`config.mk`:
```
export PLATFORM = sky130hd
export DESIGN_NAME = signed_decimal_ascii_formatter
export DESIGN_NICKNAME = d
export VERILOG_FILES = /design/src/hdl/sdaf_pkg.sv /design/src/hdl/sdaf_ctrl.sv /design/src/hdl/sdaf_dp.sv /design/src/hdl/signed_decimal_ascii_formatter.sv
export SDC_FILE = /design/constraint.sdc
export NUM_CORES = 1
export LEC_CHECK = 0
export BUFFER_PORTS_ARGS = -buffer_cell sky130_fd_sc_hd__buf_2
export CAP_MARGIN = 5
export CORE_UTILIZATION = 55
export DETAILED_ROUTE_END_ITERATION = 8
export PLACE_DENSITY = 0.75
export SETUP_SLACK_MARGIN = 0.15
export SLEW_MARGIN = 10
export SYNTH_ARGS = -nofsm -noshare
export SYNTH_HDL_FRONTEND = slang
export SYNTH_SLANG_ARGS = --single-unit
```
`constraint.sdc`:
```
create_clock -name clk -period 8.5 [get_ports clk]
set_input_delay 2.125 -clock clk [delete_from_list [all_inputs] [get_ports clk]]
set_output_delay 2.125 -clock clk [all_outputs]
set_load 0.02 [all_outputs]
```
`src/hdl/sdaf_pkg.sv`:
```
package sdaf_pkg;

	// format modes
	localparam logic [2:0] MODE_PLAIN = 3'd0;
	localparam logic [2:0] MODE_DECI  = 3'd1;
	localparam logic [2:0] MODE_CENTI = 3'd2;
	localparam logic [2:0] MODE_MILLI = 3'd3;
	localparam logic [2:0] MODE_TWO   = 3'd4;
	localparam logic [2:0] MODE_TIME  = 3'd5;
	localparam logic [2:0] MODE_BOOL  = 3'd6;

	// ASCII codes
	localparam logic [6:0] CH_ZERO  = 7'h30;
	localparam logic [6:0] CH_MINUS = 7'h2D;
	localparam logic [6:0] CH_POINT = 7'h2E;
	localparam logic [6:0] CH_O     = 7'h6F;
	localparam logic [6:0] CH_N     = 7'h6E;
	localparam logic [6:0] CH_F     = 7'h66;

	// decimal digit extraction
	localparam int NUM_DIGITS = 5;
	localparam int DIG_IDX_W  = 3;
	localparam logic [DIG_IDX_W-1:0] LAST_DIGIT = DIG_IDX_W'(NUM_DIGITS - 1);

	// hours = (minutes * HOUR_RECIP) >> HOUR_SHIFT, exact for 0..32767
	localparam logic [15:0] HOUR_RECIP = 16'd34953;
	localparam int          HOUR_SHIFT = 21;

	// character slots, emitted in ascending order; digit i owns three slots
	localparam int SLOT_SIGN   = 0;
	localparam int SLOT_ZERO0  = 1;   // leading zero before point at digit i: 1 + 3i
	localparam int SLOT_POINT0 = 2;   // point before digit i: 2 + 3i
	localparam int SLOT_DIGIT0 = 3;   // digit i: 3 + 3i
	localparam int SLOT_TPOINT = 16;
	localparam int SLOT_MTENS  = 17;
	localparam int SLOT_MONES  = 18;
	localparam int SLOT_BOOL_O = 19;
	localparam int SLOT_BOOL_N = 20;
	localparam int SLOT_BOOL_F = 21;
	localparam int SLOT_BOOL_F2 = 22;
	localparam int NUM_SLOTS   = 23;

	typedef logic [NUM_SLOTS-1:0] slot_mask_t;

	typedef struct packed {
		logic                 load;
		logic                 prep;
		logic                 split;
		logic                 digit;
		logic [DIG_IDX_W-1:0] dig_idx;
		logic                 build;
		logic                 pop;
	} cmd_t;

	typedef struct packed {
		logic out_free;
		logic mask_last;
	} stat_t;

endpackage

```
`src/hdl/sdaf_ctrl.sv`:
```
module sdaf_ctrl (
	input  logic           clk,
	input  logic           arst_n,
	input  logic           in_valid,
	output logic           in_stall,
	input  sdaf_pkg::stat_t st,
	output sdaf_pkg::cmd_t  cmd
);
	import sdaf_pkg::*;

	typedef enum logic [5:0] {
		ST_IDLE  = 6'b000001,
		ST_PREP  = 6'b000010,
		ST_SPLIT = 6'b000100,
		ST_DIGIT = 6'b001000,
		ST_BUILD = 6'b010000,
		ST_EMIT  = 6'b100000
	} state_t;

	state_t               state_q, state_d;
	logic [DIG_IDX_W-1:0] dig_cnt_q, dig_cnt_d;

	assign in_stall = (state_q != ST_IDLE);

	always_comb begin
		state_d     = state_q;
		dig_cnt_d   = dig_cnt_q;
		cmd         = '0;
		cmd.dig_idx = dig_cnt_q;
		case (state_q)
			ST_IDLE: begin
				if (in_valid) begin
					cmd.load = 1'b1;
					state_d  = ST_PREP;
				end
			end
			ST_PREP: begin
				cmd.prep = 1'b1;
				state_d  = ST_SPLIT;
			end
			ST_SPLIT: begin
				cmd.split = 1'b1;
				dig_cnt_d = '0;
				state_d   = ST_DIGIT;
			end
			ST_DIGIT: begin
				cmd.digit = 1'b1;
				if (dig_cnt_q == LAST_DIGIT) begin
					state_d = ST_BUILD;
				end else begin
					dig_cnt_d = dig_cnt_q + 1'b1;
				end
			end
			ST_BUILD: begin
				cmd.build = 1'b1;
				state_d   = ST_EMIT;
			end
			ST_EMIT: begin
				if (st.out_free) begin
					cmd.pop = 1'b1;
					if (st.mask_last) begin
						state_d = ST_IDLE;
					end
				end
			end
			default: begin
				state_d = ST_IDLE;
			end
		endcase
	end

	always_ff @(posedge clk or negedge arst_n) begin
		if (!arst_n) begin
			state_q   <= ST_IDLE;
			dig_cnt_q <= '0;
		end else begin
			state_q   <= state_d;
			dig_cnt_q <= dig_cnt_d;
		end
	end

endmodule

```
`src/hdl/sdaf_dp.sv`:
```
module sdaf_dp (
	input  logic                    clk,
	input  logic                    arst_n,
	input  logic signed [15:0]      value,
	input  logic [2:0]              mode,
	input  sdaf_pkg::cmd_t          cmd,
	output sdaf_pkg::stat_t         st,
	input  logic                    out_stall,
	output logic                    out_valid,
	output logic [6:0]              char_code,
	output logic                    last_char
);
	import sdaf_pkg::*;

	logic [15:0] val_q;
	logic [2:0]  mode_q;
	logic [15:0] num_q;
	logic [30:0] prod_q;
	logic [5:0]  rem_q;
	logic [3:0]  dig_q [NUM_DIGITS];
	slot_mask_t  mask_q;
	logic        out_valid_q;
	logic [6:0]  char_q;
	logic        last_q;

	logic        neg, is_time, is_bool;
	logic [15:0] mag;
	logic [14:0] mins;
	logic [9:0]  hours;
	logic [15:0] rem_full;

	assign neg     = val_q[15];
	assign is_time = (mode_q == MODE_TIME);
	assign is_bool = (mode_q == MODE_BOOL);
	assign mag     = neg ? (~val_q + 16'd1) : val_q;
	assign mins    = neg ? 15'd0 : val_q[14:0];
	assign hours   = prod_q[HOUR_SHIFT +: 10];
	assign rem_full = {1'b0, mins} - ({6'd0, hours} << 6) + ({6'd0, hours} << 2);

	// one decimal digit per step: compare against the nine multiples of 10^(4-k)
	function automatic logic [16:0] pow_at(input logic [DIG_IDX_W-1:0] k);
		case (k)
			3'd0:    pow_at = 17'd10000;
			3'd1:    pow_at = 17'd1000;
			3'd2:    pow_at = 17'd100;
			3'd3:    pow_at = 17'd10;
			default: pow_at = 17'd1;
		endcase
	endfunction

	logic [16:0] pw, thr, sub;
	logic [3:0]  dig;
	always_comb begin
		pw  = pow_at(cmd.dig_idx);
		dig = '0;
		sub = '0;
		for (int m = 1; m < 10; m++) begin
			thr = 17'(pw * 17'(m));
			if ({1'b0, num_q} >= thr) begin
				dig = 4'(m);
				sub = thr;
			end
		end
	end

	// minutes split into tens and ones (minutes below 60)
	logic [2:0] mt;
	logic [5:0] mo;
	always_comb begin
		mt = '0;
		for (int m = 1; m < 6; m++) begin
			if (rem_q >= 6'(10 * m)) begin
				mt = 3'(m);
			end
		end
		mo = rem_q - (6'(mt) << 3) - (6'(mt) << 1);
	end

	// slot enables
	logic [2:0] fm;
	logic       on, pt;
	slot_mask_t en;
	always_comb begin
		fm = is_time ? MODE_TWO : mode_q;
		en = '0;
		on = 1'b0;
		pt = 1'b0;
		if (is_bool) begin
			en[SLOT_BOOL_O] = 1'b1;
			if (val_q != 16'd0) begin
				en[SLOT_BOOL_N] = 1'b1;
			end else begin
				en[SLOT_BOOL_F]  = 1'b1;
				en[SLOT_BOOL_F2] = 1'b1;
			end
		end else begin
			en[SLOT_SIGN] = neg && !is_time;
			for (int i = 0; i < NUM_DIGITS; i++) begin
				pt = (fm == MODE_MILLI && i == 2) || (fm == MODE_CENTI && i == 3) ||
				     (fm == MODE_DECI && i == 4);
				if (pt) begin
					en[SLOT_ZERO0 + 3*i]  = !on;
					en[SLOT_POINT0 + 3*i] = 1'b1;
					on = 1'b1;
				end
				if (dig_q[i] != 4'd0 || on || i == NUM_DIGITS - 1 ||
				    (i == NUM_DIGITS - 2 && fm == MODE_TWO)) begin
					en[SLOT_DIGIT0 + 3*i] = 1'b1;
					on = 1'b1;
				end
			end
			en[SLOT_TPOINT] = is_time;
			en[SLOT_MTENS]  = is_time;
			en[SLOT_MONES]  = is_time;
		end
	end

	// character of each slot
	logic [6:0] ch_tab [NUM_SLOTS];
	always_comb begin
		for (int s = 0; s < NUM_SLOTS; s++) begin
			ch_tab[s] = CH_ZERO;
		end
		ch_tab[SLOT_SIGN] = CH_MINUS;
		for (int i = 0; i < NUM_DIGITS; i++) begin
			ch_tab[SLOT_ZERO0 + 3*i]  = CH_ZERO;
			ch_tab[SLOT_POINT0 + 3*i] = CH_POINT;
			ch_tab[SLOT_DIGIT0 + 3*i] = CH_ZERO + {3'd0, dig_q[i]};
		end
		ch_tab[SLOT_TPOINT]  = CH_POINT;
		ch_tab[SLOT_MTENS]   = CH_ZERO + {4'd0, mt};
		ch_tab[SLOT_MONES]   = CH_ZERO + {1'b0, mo};
		ch_tab[SLOT_BOOL_O]  = CH_O;
		ch_tab[SLOT_BOOL_N]  = CH_N;
		ch_tab[SLOT_BOOL_F]  = CH_F;
		ch_tab[SLOT_BOOL_F2] = CH_F;
	end

	// lowest pending slot goes out next
	slot_mask_t first_oh;
	logic [6:0] next_char;
	assign first_oh = mask_q & (~mask_q + 1'b1);
	always_comb begin
		next_char = '0;
		for (int s = 0; s < NUM_SLOTS; s++) begin
			if (first_oh[s]) begin
				next_char = next_char | ch_tab[s];
			end
		end
	end

	assign st.mask_last = ((mask_q & ~first_oh) == '0);
	assign st.out_free  = !out_valid_q || !out_stall;

	always_ff @(posedge clk) begin
		if (cmd.load) begin
			val_q  <= value;
			mode_q <= mode;
		end
		if (cmd.prep) begin
			num_q  <= mag;
			// full 31-bit product, operands widened before the multiply
			prod_q <= {16'd0, mins} * {15'd0, HOUR_RECIP};
		end
		if (cmd.split) begin
			rem_q <= rem_full[5:0];
			if (is_time) begin
				num_q <= {6'd0, hours};
			end
		end
		if (cmd.digit) begin
			dig_q[cmd.dig_idx] <= dig;
			num_q              <= num_q - sub[15:0];
		end
		if (cmd.build) begin
			mask_q <= en;
		end else if (cmd.pop) begin
			mask_q <= mask_q & ~first_oh;
		end
		if (cmd.pop) begin
			char_q <= next_char;
			last_q <= st.mask_last;
		end
	end

	always_ff @(posedge clk or negedge arst_n) begin
		if (!arst_n) begin
			out_valid_q <= 1'b0;
		end else if (cmd.pop) begin
			out_valid_q <= 1'b1;
		end else if (!out_stall) begin
			out_valid_q <= 1'b0;
		end
	end

	assign out_valid = out_valid_q;
	assign char_code = char_q;
	assign last_char = last_q;

endmodule

```
`src/hdl/signed_decimal_ascii_formatter.sv`:
```
// Signed decimal ASCII formatter.
// Input channel (in_valid / in_stall): one item is a signed 16-bit value and a
// 3-bit mode (plain, deci, centi, milli, two-digit, time as HH.MM or HHH.MM, bool).
// Output channel (out_valid / out_stall): one ASCII character per item,
// last_char set on the final character of a value's text (1 to 7 characters).
// After an input item is taken, the controller steps through PREP, SPLIT, the
// DIGIT steps and BUILD; EMIT then loads the first character into the output
// register, and then one character per cycle while out_stall is low. The pace of
// values is set by the five steps of the shared digit unit (one decimal digit
// per cycle), the minutes/hours split and the one-character output channel.
// in_stall stays high from the cycle after acceptance until the last character
// has moved into the output register, so the next value is taken while that
// character still waits at the output.
// When the receiver stalls, the output register holds its character and the
// character sequencer waits; nothing is dropped.
// Reset (arst_n low) returns the controller to idle and empties the output
// register; no other state survives between values.
module signed_decimal_ascii_formatter (
	input  logic               clk,
	input  logic               arst_n,
	input  logic               in_valid,
	output logic               in_stall,
	input  logic signed [15:0] value,
	input  logic [2:0]         mode,
	output logic               out_valid,
	input  logic               out_stall,
	output logic [6:0]         char_code,
	output logic               last_char
);
	import sdaf_pkg::*;

	cmd_t  cmd;
	stat_t st;

	// sequencer: load, magnitude and time split, five digit steps, slot build, emit
	sdaf_ctrl u_ctrl (
		.clk      (clk),
		.arst_n   (arst_n),
		.in_valid (in_valid),
		.in_stall (in_stall),
		.st       (st),
		.cmd      (cmd)
	);

	// digit unit, slot mask and output register
	sdaf_dp u_dp (
		.clk       (clk),
		.arst_n    (arst_n),
		.value     (value),
		.mode      (mode),
		.cmd       (cmd),
		.st        (st),
		.out_stall (out_stall),
		.out_valid (out_valid),
		.char_code (char_code),
		.last_char (last_char)
	);

endmodule

```
### Yosys cells after proc, flatten, opt, wreduce, memory -nomap -nowiden

Memory sizes are Yosys's and may differ from the RTL's.
Cells that the tools add are included.

* add/sub/neg operators: 15
* $mul: 6
* order comparisons: 14
* equality and inequality tests: 23
* multiplexer cells: 98
* bitwise logic cells: 12
* reductions and logical operators: 24

Operators by type and width (count)
* $mux W16: 13
* $ge A16 B17 Y1: 6
* $mux W6: 16
* $mux W7: 10
* $pmux W14 S4: 1
* $and A23 B23 Y23: 2
* $mux W23: 2
* $not A23 Y23: 2
* $or A7 B7 Y7: 6
* $mux W4: 9
* $pmux W6 S6: 1
* $add A6 B4 Y7 const A: 5
* $mul A14 B3 Y17 const B: 2
* $mul A14 B2 Y16 const B: 2
* $mux W1: 32
* $mul A15 B16 Y31 const B: 1
* $add A23 B1 Y23 const B: 1
* $logic_not A23 Y1: 1
* $mux W3: 6
* $mul A14 B4 Y17 const B: 1
* $add A16 B1 Y16 const B: 1
* $ge A16 B14 Y1: 1
* $ge A16 B15 Y1: 1
* $ge A16 B16 Y1: 1
* 40 further kinds: 69

* bits in registers: 113
* RAM bits: 20
* output and inout port bits: 10
* memories: 1

Memory list
* u_dp.dig_q: words 5, bits a word 4, read ports 5, clocked after Yosys merged registers in 0, write ports 1, line sdaf_dp.sv:20 `logic [3:0] dig_q [NUM_DIGITS];`

### Logic depth before layout (Yosys ltp)

Gate-level depths: netlist (run 1).

* depth in word-level cells: 32
* depth in mapped cells: 42
* depth with buffers taken out: 39

### Cells and area by module

Synthesis (run 1) repeated with hierarchy kept, for this count alone.

* cell total of the unflattened synthesis: 1451
* area total of the unflattened synthesis: 12953.7 µm²

Modules (own cells, without submodules)
* sdaf_dp: times used 1, cells each 1401, area each 12448.2 µm²
* sdaf_ctrl: times used 1, cells each 50, area each 505.5 µm²

### Least setup slack after synthesis (run 1)

No wires, ideal clock.

* path type: register -> register
* start: register u_ctrl.dig_cnt_q[0]
* end: register u_dp.num_q[15]
* library setup time: 0.123 ns
* arrival: 8.124 ns
* data required time: 8.377 ns
* setup slack: 0.253 ns
* cell stages (with the launch flop): 40
* buffers on the path: 3
* cells stage by stage: dfrtp_1 -> ha_1 -> ha_1 -> clkbuf_1 -> inv_1 -> ha_1 -> nor3b_1 -> nand2b_2 -> inv_2 -> nor2_4 -> inv_2 -> ha_1 -> inv_1 -> fa_1 -> o21ai_0 -> a21oi_1 -> and3_1 -> o21ai_0 -> [4 not listed] -> a2111oi_2 -> o211ai_2 -> or2_1 -> buf_4 -> or2_1 -> buf_4 -> o21bai_1 -> o22ai_1 -> ha_1 -> or2_2 -> a21oi_1 -> a31oi_1 -> a41oi_1 -> a21oi_1 -> and4_1 -> a2111oi_1 -> xnor2_1 -> o21ai_1

* word-level cells in the longest chain between the ends: 14
* elaborated cells on any way between the ends: 30
* those cells by class: 1 x add/sub; 5 x mul; 9 x order compare; 3 x eq/ne; 11 x mux; 1 x reduce/logical

RTL lines
* start, declared: line sdaf_ctrl.sv:21 `logic [DIG_IDX_W-1:0] dig_cnt_q, dig_cnt_d;`
* start signal, assigned: line sdaf_ctrl.sv:78 `dig_cnt_q <= dig_cnt_d;`
* $eq A3 B2 Y1, or another cell as far along: line sdaf_dp.sv:42 `case (k)`
* $pmux W14 S4 *: line sdaf_dp.sv:42
* branches (longest 9 deep; another with $ge A16 B17 Y1)
* $mux W16 *: line sdaf_dp.sv:59 `if ({1'b0, num_q} >= thr) begin`
* $sub A16 B16 Y16 *: line sdaf_dp.sv:173 `num_q <= num_q - sub[15:0];`
* $mux W16 *: line sdaf_dp.sv:171 `if (cmd.digit) begin`
* end signal, assigned: line sdaf_dp.sv:161 `num_q <= mag;`
* end signal, assigned: line sdaf_dp.sv:168 `num_q <= {6'd0, hours};`
* end signal, assigned: line sdaf_dp.sv:173
* end, declared: line sdaf_dp.sv:17 `logic [15:0] num_q;`

Mark *: on every way between the ends.
A chain may end at the register's enable or synchronous reset.

### Final worst setup path (run 1)

Ends and elaborated chain as after synthesis.

==> impl_metrics.toml, run 1 <==
[layout]
drive_above_1_share_pct = 9.635
finalNetCount = 1808
final_cell_mix = "ha_1, inv_1, nand2_1"
seqCellArea_mm2 = 0.003117
area_growth_pct = 7.779
insertedDiodeCount = 0
layout_commonest_cell = "ha_1"
multi_input_area_mm2 = 0.009519
final.fill_count = 2086

[grt]
grt-ovfl-total = 0
grt_first_pass_wirelength_um = 59440
grt_start_max_net_pins = 29
antenna_found_initial = 0
grt_pass1_vias = 11230
grt_usage_pct = 31.38

[synthesis]
ys.flop_type = "edfxtp_1"
yosysSeqAreaShare_pct = 23.59
yosys.area.top_type = "ha_1"
synth_top_area_share_pct = 23.97
ys_warn_count = 0
synthCells = 1465
synth_async_sr_flop_share_pct = 8.929
synth_area_mm2 = 0.01320
ys_types = 108
synthTopCellsByArea = "ha_1, edfxtp_1, fa_1, a21oi_1, inv_1"
avgSynthCellArea_um2 = 9.013
syn-num-nets = 1773
synth-edff-count = 82
yosys_register_bits = 112

[worst_setup_path]
critPathSlowestCell = "fa_1"
end_kind = "flop"
required_ns = 8.73
critPathMaxStageDelay_ns = 0.49
crit_path_start_kind = "flop"
crit_buf_inv = 3
path_delay_family = "compound AO/OA/AOI/OAI gates"
cp.arrival_ns = 8.13
crit_fanout = 10
crit_top_cell = "ha_1"
path_class = "flop to flop"

[route]
drtPass1Iterations = 6
num_vias = 11760
drt_iter0_markers = 1118
highest_layer = "met4"
drc_errors = 0
met2_length_um = 17170
wl_per_cell_um = 20.74
postRouteWirelength_um = 37830
avgViaCountPerCell = 6.446
ant_nets = 0
wl_met1_um = 16720
routed-wl-met3_um = 3003

[clocking]
cts_tree = "done"
clock-sinks = 112
cts_max_path_buffers = 2
clockRootBuffer = "clkbuf_16"
h-tree-depth = 3
insertion_delay_ns = 0.35
cts_made_buffers = 9
clk_pin_slew_ns = 0.08

[sta]
slew_headroom_pct = 26.72
drv_slew = 0
worst_pin_slew_ns = 1.082
hold_violations = 0
fin_skew_ns = 0.01051
setup_viol = 0
rsz0062_at_grt = "false"
fmax_ghz = 0.1264
fin_crit_sh_pct = 93.04
period_needed_ns = 7.909
setup_tns_ns = 0

[floorplanning]
dieArea_mm2 = 0.02463
pin_count = 33
coreArea_mm2 = 0.02354
fp.dieW_um = 156.9
die_y_um = 156.9
rows = 56
start_util_pct = 56.09

[place]
gp_congestion = 0.9963
port_buffers = 32
dpl.hpwl_um = 30140

[min_path]
hp-class = "flop to flop"

[run]
drv_cap = 0

[outcome]
outcome = "completed"
[synth_stat cells (all sizes together) (7+ instances only)]
library cell,n
nand4,11
nand2b,21
xor2,30
dfxtp,20
edfxtp,82
fa,32
and2,12
and3,9
o21a,10
or2,10
o22ai,12
o21bai,7
dfrtp,9
clkbuf,27
nor4,16
a21oi,97
buf,12
o21ai,73
inv,127
a31oi,11
nand2,113
or3,7
nor2,87
nand3,38
a2111oi,8
a211oi,41
xnor2,41
nor2b,24
ha,253
a21o,26
a221oi,8
or4,10
nand3b,7
and4,8
o31ai,14
nor3,37
o211ai,14
[per-layer routing]
metal / vias to the layer above / track usage [%]
met5: - / 0
met4: 0 / 9.337
met3: 86 / 5.809
met2: 494 / 50.60
met1: 5639 / 42.64
li1: 5538 / -
[path summary, 6_finish.rpt]
check	slack (ns)	from	to	depth (start not counted)
max	0.59	u_ctrl.dig_cnt_q[0]	u_dp.num_q[15]	35
min in group asynchronous	1.63	arst_n	u_dp.out_valid	1
min	0.50	u_dp.mask_q[5]	u_dp.mask_q[5]	2
min reg2reg	0.50	u_dp.mask_q[5]	u_dp.mask_q[5]	2
max in group asynchronous	6.61	arst_n	u_ctrl.state_q[0]	1
max reg2reg	0.59	u_ctrl.dig_cnt_q[0]	u_dp.num_q[15]	35
[cell type report]
class | count | share of cell area [%]
sequential | 112 | 21.90
tap | 319 | 2.805
clock inverter | 7 | 0.5979
clock buffer | 9 | 1.583
timing repair buffer | 63 | 2.761
inverter | 130 | 3.464
multi-input combinational | 1184 | 66.89
[metrics by stage]
step                      util, %  hold WS, ns  std cells  worst slack [ns]  cell area, um^2
after detailed placement    58.72       0.4843       1807            0.2210            13820
after global routing        60.45       0.5241       1824            0.1262            14230
after global placement      58.72       0.4770       1807            0.4277            13820
after CTS                   60.07       0.4977       1823            0.2059            14140
final                       60.45       0.4975       1824            0.5915            14230
after floorplan                 -       0.4482       1465            0.2532            13200
[flip-flops by register name, summed over array words and instances, names as in the netlist]
| name | flops |
|---|---|
| u_dp.mode_q | 3 |
| u_dp.mask_q | 23 |
| u_dp.out_valid | 1 |
| u_dp.val_q | 16 |
| u_dp.last_char | 1 |
| u_ctrl.dig_cnt_q | 3 |
| u_dp.prod_q | 10 |
| u_dp.dig_q | 20 |
| u_dp.rem_q | 6 |
| u_dp.char_code | 7 |
| u_dp.num_q | 16 |
| u_ctrl.state_q | 6 |
[logic make-up (layout without fill, tap and decap cells)]
logic type	after synthesis	count (layout)	synth area share, %
buf+inv	169	209	5.013
mux	3	3	0.2274
simple gates	425	425	16.82
fa+ha+maj	288	288	29.06
xor+xnor	71	71	4.710
flops	112	112	23.59
other cells	2	2	0.05688
compound gates	395	395	20.53
[repair_timing]
| item | in CTS | in global routing |
|---|---|---|
| setup buffers | 0 | 1 |
| setup endpoints to repair | 1 | 6 |
| resized for setup | 1 | 26 |
| hold buffers | 0 | 0 |
| pin swaps | 0 | 1 |
[worst register-to-register path, delay by kind of cell (launching register included)]
| family | cells | cell delay, ns |
|---|---|---|
| compound gates | 15 | 2.82 |
| fa+ha+maj | 6 | 1.99 |
| simple gates | 10 | 1.87 |
| buf+inv | 3 | 0.48 |
| flops | 1 | 0.46 |
| xor+xnor | 1 | 0.16 |
Power of run 1 is not shown: default switching activity piles up to over one toggle a cycle in this logic, so the estimate is an artifact.
==> run 2: changes to the inputs <==
PLACE_DENSITY = 0.73   (was 0.75)
clock period = 8.15 ns   (was 8.5 ns; I/O delays follow)
==> run 2 against run 1 <==
Via count rose by 0.48%. Non-clock buffer count grew 12. Maximum frequency is 2.2% higher. Clock-buffer cell count stayed put. Hold slack better by 0.0071 ns. Die area is the same. Largest cell class unchanged.
==> impl_metrics.toml, run 2 (synthesis gave the netlist of run 1 again) <==
[outcome]
outcome = "completed"

[grt]
grt_first_pass_wirelength_um = 60800
grt_start_max_net_pins = 29
grt-ovfl-total = 0
grt_pass1_vias = 11260
grt_usage_pct = 32.44
antenna_found_initial = 0

[worst_setup_path]
crit_path_start_kind = "flop"
critPathSlowestCell = "dfrtp_2"
critPathMaxStageDelay_ns = 0.46
reg2reg_slack_ns = 0.41
crit_top_cell = "ha_1"
r2r_start = "u_ctrl.dig_cnt_q[1]"
cp.arrival_ns = 7.97
crit_fanout = 19
end_kind = "flop"
reg2reg_depth = 38
required_ns = 8.38
path_class = "flop to flop"
reg2reg_to = "u_dp.num_q[15]"

[sta]
setup_viol = 0
hold_violations = 0
fin_crit_sh_pct = 94.94
fin_skew_ns = 0.01148
slew_headroom_pct = 21.21
timing.hold.ws_ns = 0.5046
rsz0062_at_grt = "true"
drv_slew = 0
period_needed_ns = 7.738
worst_pin_slew_ns = 1.163
setup_tns_ns = 0
fmax_ghz = 0.1292

[place]
dpl.hpwl_um = 31110
port_buffers = 32
gp_congestion = 1.004

[route]
avgViaCountPerCell = 6.434
drt_iter0_markers = 1126
wl_per_cell_um = 21.67
ant_nets = 0
postRouteWirelength_um = 39780
num_vias = 11810
drc_errors = 0
drtPass1Iterations = 5

[layout]
finalNetCount = 1820
final.fill_count = 2037
insertedDiodeCount = 0
largest_reg_flops = 23
drive_above_1_share_pct = 11.54
final_cell_mix = "ha_1, inv_1, nand2_1"
area_growth_pct = 9.665
regMostFlops = "u_dp.mask_q"
top_regs = "u_dp.mask_q (23), u_dp.dig_q (20)"
layout_commonest_cell = "ha_1"

[clocking]
cts_max_path_buffers = 2
cts_hold_buf = 0
insertion_delay_ns = 0.36
clk_pin_slew_ns = 0.08
clock-sinks = 112
cts_made_buffers = 9
clockRootBuffer = "clkbuf_16"
h-tree-depth = 3
cts_tree = "done"

[floorplanning]
rows = 56
dieArea_mm2 = 0.02463
pin_count = 33
die_y_um = 156.9
fp.dieW_um = 156.9
start_util_pct = 56.09
coreArea_mm2 = 0.02354

[run]
drv_cap = 0

[min_path]
hold_path_depth = 2
min_delay_worst_endpoint = "u_dp.mask_q[5]"
min-delay-start = "u_dp.mask_q[5]"
hp-class = "flop to flop"
-- run 2: stage by stage --
| step | cells | instance area (um^2) | utilization, % | setup slack, ns |
|---|---|---|---|---|
| 4_1_cts | 1831 | 14270 | 60.60 | 0.1577 |
| 3_3_place_gp | 1815 | 13900 | 59.05 | 0.2626 |
| 2_1_floorplan | 1465 | 13220 | - | 0.1623 |
| 6_report | 1836 | 14480 | 61.51 | 0.4121 |
| 5_1_grt | 1836 | 14480 | 61.51 | 0.04234 |
| 3_5_place_dp | 1815 | 13900 | 59.05 | 0.1072 |
-- run 2: how the worst max path moves through the flow --
stage | cells past startpoint | start | slack, ns | endpoint
2_1_floorplan | 39 | u_ctrl.dig_cnt_q[0] | 0.16 | u_dp.num_q[15]
3_3_place_gp | 36 | u_ctrl.dig_cnt_q[0] | 0.26 | u_dp.num_q[15]
3_5_place_dp | 36 | u_ctrl.dig_cnt_q[0] | 0.11 | u_dp.num_q[15]
4_1_cts | 37 | u_ctrl.dig_cnt_q[0] | 0.16 | u_dp.num_q[15]
5_1_grt | 35 | u_ctrl.dig_cnt_q[1] | 0.04 | u_dp.num_q[15]
6_report | 38 | u_ctrl.dig_cnt_q[1] | 0.41 | u_dp.num_q[15]
-- run 2: routing by layer --
metal	up-vias	GRT usage (%)	share of wire, %	routed length (um)
li1	5574	-	-	-
met1	5699	44.99	45	18010
met2	478	51.47	46	18130
met5	-	0	0	0
met4	0	8.403	1.9	738
met3	62	6.388	7.3	2903
-- run 2: area by class of cell --
cell class / instances / area, um^2 / share of cell area (%)
well taps: 319 / 399.1 / 2.756
flip-flops and latches: 112 / 3117 / 21.52
clock buffers: 9 / 225.2 / 1.555
inverters: 130 / 490.5 / 3.387
repair buffers: 75 / 483.0 / 3.335
clock inverters: 7 / 112.6 / 0.7777
multi-input cells: 1184 / 9653 / 66.66
-- run 2: what timing repair did --
item	4_1_cts	5_1_grt
gates cloned	0	0
pin swaps	0	6
buffers inserted	0	5
resized for setup	6	36
endpoints found under the setup margin	1	8
-- run 2: critical path, delay by kind of cell, from the launching register on --
kind	cells	cell delay, ns
compound gates	14	2.55
fa+ha+maj	7	1.87
simple gates	9	1.51
buf+inv	6	0.86
flops	1	0.46
xor+xnor	2	0.37
Power of run 2 is left out for the same reason.
==> run 3: changes to the inputs <==
CORE_UTILIZATION = 44   (was 55)
PLACE_DENSITY = default   (was 0.73)
PLACE_DENSITY_LB_ADDON = 0.12   (was default)
==> run 3 against run 2 <==
Global-route usage down 6.0 points. Clock skew up 0.0024 ns. Largest cell class unchanged. First-iteration DRC count down 15%. Non-clock buffer count up 9. Sequential share of layout area down 0.26 points. Core utilization down 12 points. Final cell count up 4.5%. Register-to-register slack better by 0.13 ns.
==> impl_metrics.toml, run 3 (synthesis gave the netlist of run 1 again) <==
[worst_setup_path]
crit_top_cell = "ha_1"
required_ns = 8.40
path_class = "flop to flop"
crit_path_start_kind = "flop"
critPathMaxStageDelay_ns = 0.44
crit_fanout = 6
end_kind = "flop"
critPathSlowestCell = "or3_4"
cp.arrival_ns = 7.85

[clocking]
cts_made_buffers = 9
cts_tree = "done"
clock-sinks = 112
clk_pin_slew_ns = 0.09
cts_hold_buf = 0
clockRootBuffer = "clkbuf_16"
cts_max_path_buffers = 2
h-tree-depth = 3
insertion_delay_ns = 0.37

[floorplanning]
start_util_pct = 44.67
coreArea_mm2 = 0.02956
rows = 63
dieArea_mm2 = 0.03071
die_y_um = 175.2
pin_count = 33
fp.dieW_um = 175.2

[route]
wl_per_cell_um = 21.30
drt_iter0_markers = 953
drtPass1Iterations = 5
avgViaCountPerCell = 6.075
postRouteWirelength_um = 40850
drc_errors = 0
ant_nets = 0
num_vias = 11650

[sta]
period_needed_ns = 7.604
setup_tns_ns = 0
setup_viol = 0
fin_crit_sh_pct = 93.30
drv_slew = 0
post-route-worst-setup-slack_ns = 0.5461
fin_skew_ns = 0.01388
fmax_ghz = 0.1315
hold_violations = 0
slew_headroom_pct = 18.01
rsz0062_at_grt = "false"
worst_pin_slew_ns = 1.211

[layout]
regMostFlops = "u_dp.mask_q"
final_cell_mix = "ha_1, inv_1, nand2_1"
layout_commonest_cell = "ha_1"
drive_above_1_share_pct = 12.30
finalNetCount = 1831
area_growth_pct = 10.91
top_regs = "u_dp.mask_q (23), u_dp.dig_q (20)"
insertedDiodeCount = 0
largest_reg_flops = 23

[place]
place_ws_ns = 0.1615
dpl.hpwl_um = 32010
port_buffers = 32
gp_congestion = 0.9876

[grt]
grt_pass1_vias = 11300
grt_first_pass_wirelength_um = 63040
grt-ovfl-total = 0
antenna_found_initial = 0
grt_start_max_net_pins = 29
grt_usage_pct = 26.49

[outcome]
outcome = "completed"

[run]
drv_cap = 0

[min_path]
hp-class = "flop to flop"
==> run 3: area by class of cell <==
class	count	area, um^2
Tap cell	390	488.0
Multi-Input combinational cell	1186	9681
Fill cell	2848	14920
Inverter	130	493.0
Timing Repair Buffer	84	554.3
Sequential cell	112	3114
Clock inverter	7	88.84
Clock buffer	9	225.2
==> run 3: final timing paths <==
path                                           from                 to  cells past startpoint  slack (ns)
worst max-delay path            u_ctrl.dig_cnt_q[0]     u_dp.num_q[15]                     35        0.55
worst min-delay path                 u_dp.mask_q[5]     u_dp.mask_q[5]                      2        0.50
worst max register to register  u_ctrl.dig_cnt_q[0]     u_dp.num_q[15]                     35        0.55
worst min register to register       u_dp.mask_q[5]     u_dp.mask_q[5]                      2        0.50
max in group asynchronous                    arst_n  u_ctrl.state_q[0]                      1        6.36
min in group asynchronous                    arst_n     u_dp.out_valid                      1        1.52
==> run 3: repair_timing <==
action | 4_1_cts | 5_1_grt
cloned | 0 | 2
pin swaps | 0 | 11
endpoints found under the setup margin | 2 | 9
gates resized for setup | 2 | 44
setup buffers | 0 | 14
==> run 3: metal layers <==
layer | track usage (%) | wire, um | up-vias
met4 | 7.572 | 1033 | 0
met5 | 0 | 0 | -
li1 | - | - | 5578
met2 | 41.63 | 18190 | 379
met1 | 37.11 | 19030 | 5614
met3 | 4.591 | 2591 | 81
==> run 3: metrics by stage <==
| stage | hold slack [ns] | instance area, um^2 | util, % | std cells |
|---|---|---|---|---|
| 2_1_floorplan | 0.4482 | 13220 | - | 1465 |
| 3_3_place_gp | 0.4828 | 13990 | 47.33 | 1886 |
| 3_5_place_dp | 0.4827 | 13990 | 47.33 | 1886 |
| 4_1_cts | 0.4963 | 14310 | 48.42 | 1902 |
| 5_1_grt | 0.5363 | 14640 | 49.54 | 1918 |
| 6_report | 0.4980 | 14640 | 49.54 | 1918 |
==> run 3: worst max-delay path: cells and delay by family, from the launching register on <==
family          cells  cell delay [ns]
compound gates     14             2.82
simple gates        9             2.08
fa+ha+maj           7             1.75
flops               1             0.43
buf+inv             4             0.24
xor+xnor            1             0.16
Power of run 3 is left out for the same reason.
